[src/sv/ffba_ram.sv]
// Generic single-port RAM with registered read data.
`timescale 1ns / 1ps
module ffba_ram #(
  parameter int unsigned Width = 8,
  parameter int unsigned Depth = 16
) (
  input  logic                     clk_i,
  input  logic                     we_i,
  input  logic [$clog2(Depth)-1:0] addr_i,
  input  logic [Width-1:0]         wdata_i,
  output logic [Width-1:0]         rdata_o
);

  logic [Width-1:0] mem_q [Depth];

  // Write at the address; read the old contents into a register.
  always_ff @(posedge clk_i) begin
    if (we_i) begin
      mem_q[addr_i] <= wdata_i;
    end
    rdata_o <= mem_q[addr_i];
  end

endmodule

[config.mk]
export PLATFORM = sky130hd
export DESIGN_NAME = ffba_ram
export DESIGN_NICKNAME = d
export VERILOG_FILES = /design/src/sv/ffba_ram.sv
export SDC_FILE = /design/constraint.sdc
export NUM_CORES = 1
export LEC_CHECK = 0
export ABC_CLOCK_PERIOD_IN_PS = 4800
export BUFFER_PORTS_ARGS = -buffer_cell sky130_fd_sc_hd__buf_2
export CAP_MARGIN = 10
export CORE_AREA = 2 2 104 106
export CTS_CLUSTER_DIAMETER = 100
export DETAILED_ROUTE_END_ITERATION = 10
export DIE_AREA = 0 0 106 108
export GPL_TIMING_DRIVEN = 0
export PLACE_DENSITY = 0.66
export SYNTH_ARGS = -nofsm -noshare
export SYNTH_HDL_FRONTEND = slang
export SYNTH_SLANG_ARGS = --single-unit
[constraint.sdc]
create_clock -name clk_i -period 4.8 [get_ports clk_i]
set_clock_uncertainty 0.15 [all_clocks]
set_input_delay 0.24 -clock clk_i [delete_from_list [all_inputs] [get_ports clk_i]]
set_output_delay 0.24 -clock clk_i [all_outputs]
set_load 0.01 [all_outputs]
==> summary.txt <==
STA
  – Final period util: a little under two fifths
  – Final min period: 1.84 ns
  – FMAX: around 540 MHz
  – RSZ-0062 raised after global routing: no
  – Rel. slew slack: 20.7%
  – Setup_tns: 0 ns
  – Fin. Hold Viols: 0
  – Max Slew Vio Count: 0
  – Worst slew pin tran: approximately 1.2 ns
  – Setup-failing EPs final: 0

Final layout
  – Register Area: around 4000 um2
  – Commonest non-fill, non-tap cell in the layout: edfxtp_1
  – Final Net Count: roughly 290
  – Fillers: between 700 and 800
  – Most frequent cells in the layout: edfxtp_1, mux4_2, buf_2
  – Multi-input gate area: 1000 um2
  – Diodes inserted: 0
  – Fraction of layout cells with a size suffix above 1: slightly above 30%
  – Non-Filler Instances: roughly 430
  – Synth-to-Final Area Change: 19.3%

Pwr
  – Pint: 2.25 mW
  – Peak supply drop: between 0.2 and 0.25 mV
  – Comb pwr share: around 4.7%
  – Net Sw Power: between 500 and 600 uW
  – Clock power share: approximately 48%
  – Register share of total power: between 40% and 50%
  – Cell Pwr Density: 462 nW/um2
  – Leak: between 1.5 and 2 nW
  – Sw Ratio: between 10% and 20%

Detailed routing
  – Post-route DRC: 0
  – 1st-iter DRT viols: around 160
  – DR vias: 2385
  – Routed len/inst: approximately 22 um
  – TritonRoute pass-1 iters: 7
  – Vias per cell: 5.59
  – Total length of routed wires: 9530 um
  – Routed Antenna Nets: 0

Clock tree
  – CTS tree: yes
  – Clock tree sinks: 136
  – Max clock buf depth: 2
  – Worst skew pair latency: about 0.52 ns
  – Setup bufs post-CTS: 0
  – Clock transition at the registers of the reported paths: roughly 0.060 ns
  – Root buf cell: clkbuf_8
  – CTS Buf Count: 17
  – Htree depth: 4

Synthesis
  – Yosys Warn Count: 0
  – Mapped Area: 5070 um2
  – Mapped Nets: 244
  – Synth Register Bits: roughly 140
  – Cell count after synthesis: 230
  – Register area share after synthesis: roughly four fifths
  – Post-synthesis cell type count: 18
  – Avg Inst Size Synth: 22.0 um2

Worst setup path
  – Worst setup SP type: input pin
  – Worst reg2reg path endpoint: rdata_o[4]$_DFF_P_
  – Critical path peak fanout: 10
  – Crit path from: addr_i[1]
  – Worst r2r src: mem_q[12][4]$_DFFE_PP_
  – Critical path capture point type: flop
  – WS Path Type: in2reg
  – R2R depth: 3
  – Critical path required time: between 4 and 5 ns
  – Worst EP arrival: roughly 1.8 ns
  – Flop-to-flop setup slack: 3.30 ns

Floorplanning
  – Die height: roughly 110 um
  – Width of the die: 106 um
  – Initial Util: between 40 and 50%
  – Die ar.: about 11000 um2
  – Core Region: between 10000 and 15000 um2
  – Num rows: 37
  – I/O Pins: 22

Global route
  – Initial antenna violation count: 0
  – Vias in the first global route: 2436
  – Congestion Overflow GR: 0
  – First-pass GRT wire length: between 10000 and 15000 um
  – GRT Total Usage: between 10% and 20%
  – Top Usage Layer GRT: met2
  – GRT met1 Usage: approximately a quarter
  – Largest net degree at the start of global routing: 17
  – Met2 Use GR: 28.8%
  – GRT met3 Usage: around 5.7%

Place
  – Placer Congestion: just under 0.8
  – Cells after DPL: slightly below 400
  – I/O Buffers: 19
  – Detailed placer's ending HPWL: 5940 um

Min path
  – HP Start: addr_i[0]
  – Hold crit path type: in2reg
  – Hold path cells: 4
  – Hold worst-path end: rdata_o[7]$_DFF_P_

Job
  – MaxCap Viol Count: 0

Run status
  – Status: complete, no violations
-- how the worst max path moves through the flow --
stage                                   to  slack [ns]  cells past startpoint
finish              mem_q[10][3]$_DFFE_PP_        2.96                      4
global route         mem_q[3][6]$_DFFE_PP_        2.82                      4
CTS                  mem_q[3][2]$_DFFE_PP_        2.92                      4
detailed placement   mem_q[3][3]$_DFFE_PP_        2.36                      4
global placement     mem_q[0][2]$_DFFE_PP_        2.28                      3
floorplan            mem_q[0][0]$_DFFE_PP_        2.92                      2
-- power groups by stage --
stage / Clock (mW) / Sequential [mW] / Combinational, mW
2_1_floorplan: 0 / 1.36 / 0.0684
3_3_place_gp: 0 / 1.36 / 0.125
3_5_place_dp: 0 / 1.36 / 0.127
4_1_cts: 1.34 / 1.33 / 0.133
5_1_grt: 1.39 / 1.34 / 0.142
6_report: 1.33 / 1.33 / 0.130
-- cells by family after synthesis --
group	share of synthesized area [%]
flip-flops	79.0
AND/OR/NAND/NOR	3.21
multiplexers	14.2
AO/OA/AOI/OAI	2.37
buffers and inverters	1.19
-- layer usage --
layer,vias to the layer above,part of all wire (%)
li1,1059,-
met1,1220,42
met2,84,48
met3,22,6.9
met4,0,3.0
met5,-,0
-- sequential cells by signal, summed over array words and instances (netlist names) --
name / flops
rdata_o: 8
mem_q: 128
-- Yosys cell counts --
cell type,n,share of area [%]
edfxtp_1,128,76
mux4_2,32,14
a22oi_1,16,2.4
nor2_1,13,0.96
nand2_1,9,0.67
dfxtp_1,8,3.2
buf_1,4,0.30
nor3_1,4,0.40
buf_2,2,0.20
buf_6,2,0.44
clkbuf_1,2,0.15
nand2b_1,2,0.25
nand3b_1,2,0.30
nor2b_1,2,0.25
and2_1,1,0.12
clkbuf_2,1,0.099
nand3_1,1,0.099
or3b_2,1,0.17
-- metrics by stage --
stage                     instance area [um2]  util, %  total power [mW]  hold slack (ns)  worst slack (ns)
after floorplan                          5070        -              1.43            0.189              2.92
after global placement                   5330     52.1              1.48            0.486              2.28
after detailed placement                 5350     52.3              1.49            0.485              2.36
after CTS                                6050     59.1              2.81            0.157              2.92
after global routing                     6050     59.1              2.87            0.172              2.82
final                                    6050     59.1              2.79            0.170              2.96
-- worst max-delay path, stage by stage --
cell and delay, ns:
buf_2 0.27, buf_1 0.44, nand2b_1 0.21, nor2_1 0.67
-- timing repair --
item | in CTS | in global routing
hold buffers | 8 | 0
endpoints found under the hold margin | 128 | 0
resized for setup | 0 | 0
-- layout make-up --
class,instances,share of cell area (%)
flip-flops and latches,136,66.2
multi-input cells,83,16.6
clock buffers,19,7.31
repair buffers,29,3.15
clock inverters,13,2.92
well taps,136,2.81
plain buffers,11,0.993
Power figures use the tool's default switching activity.
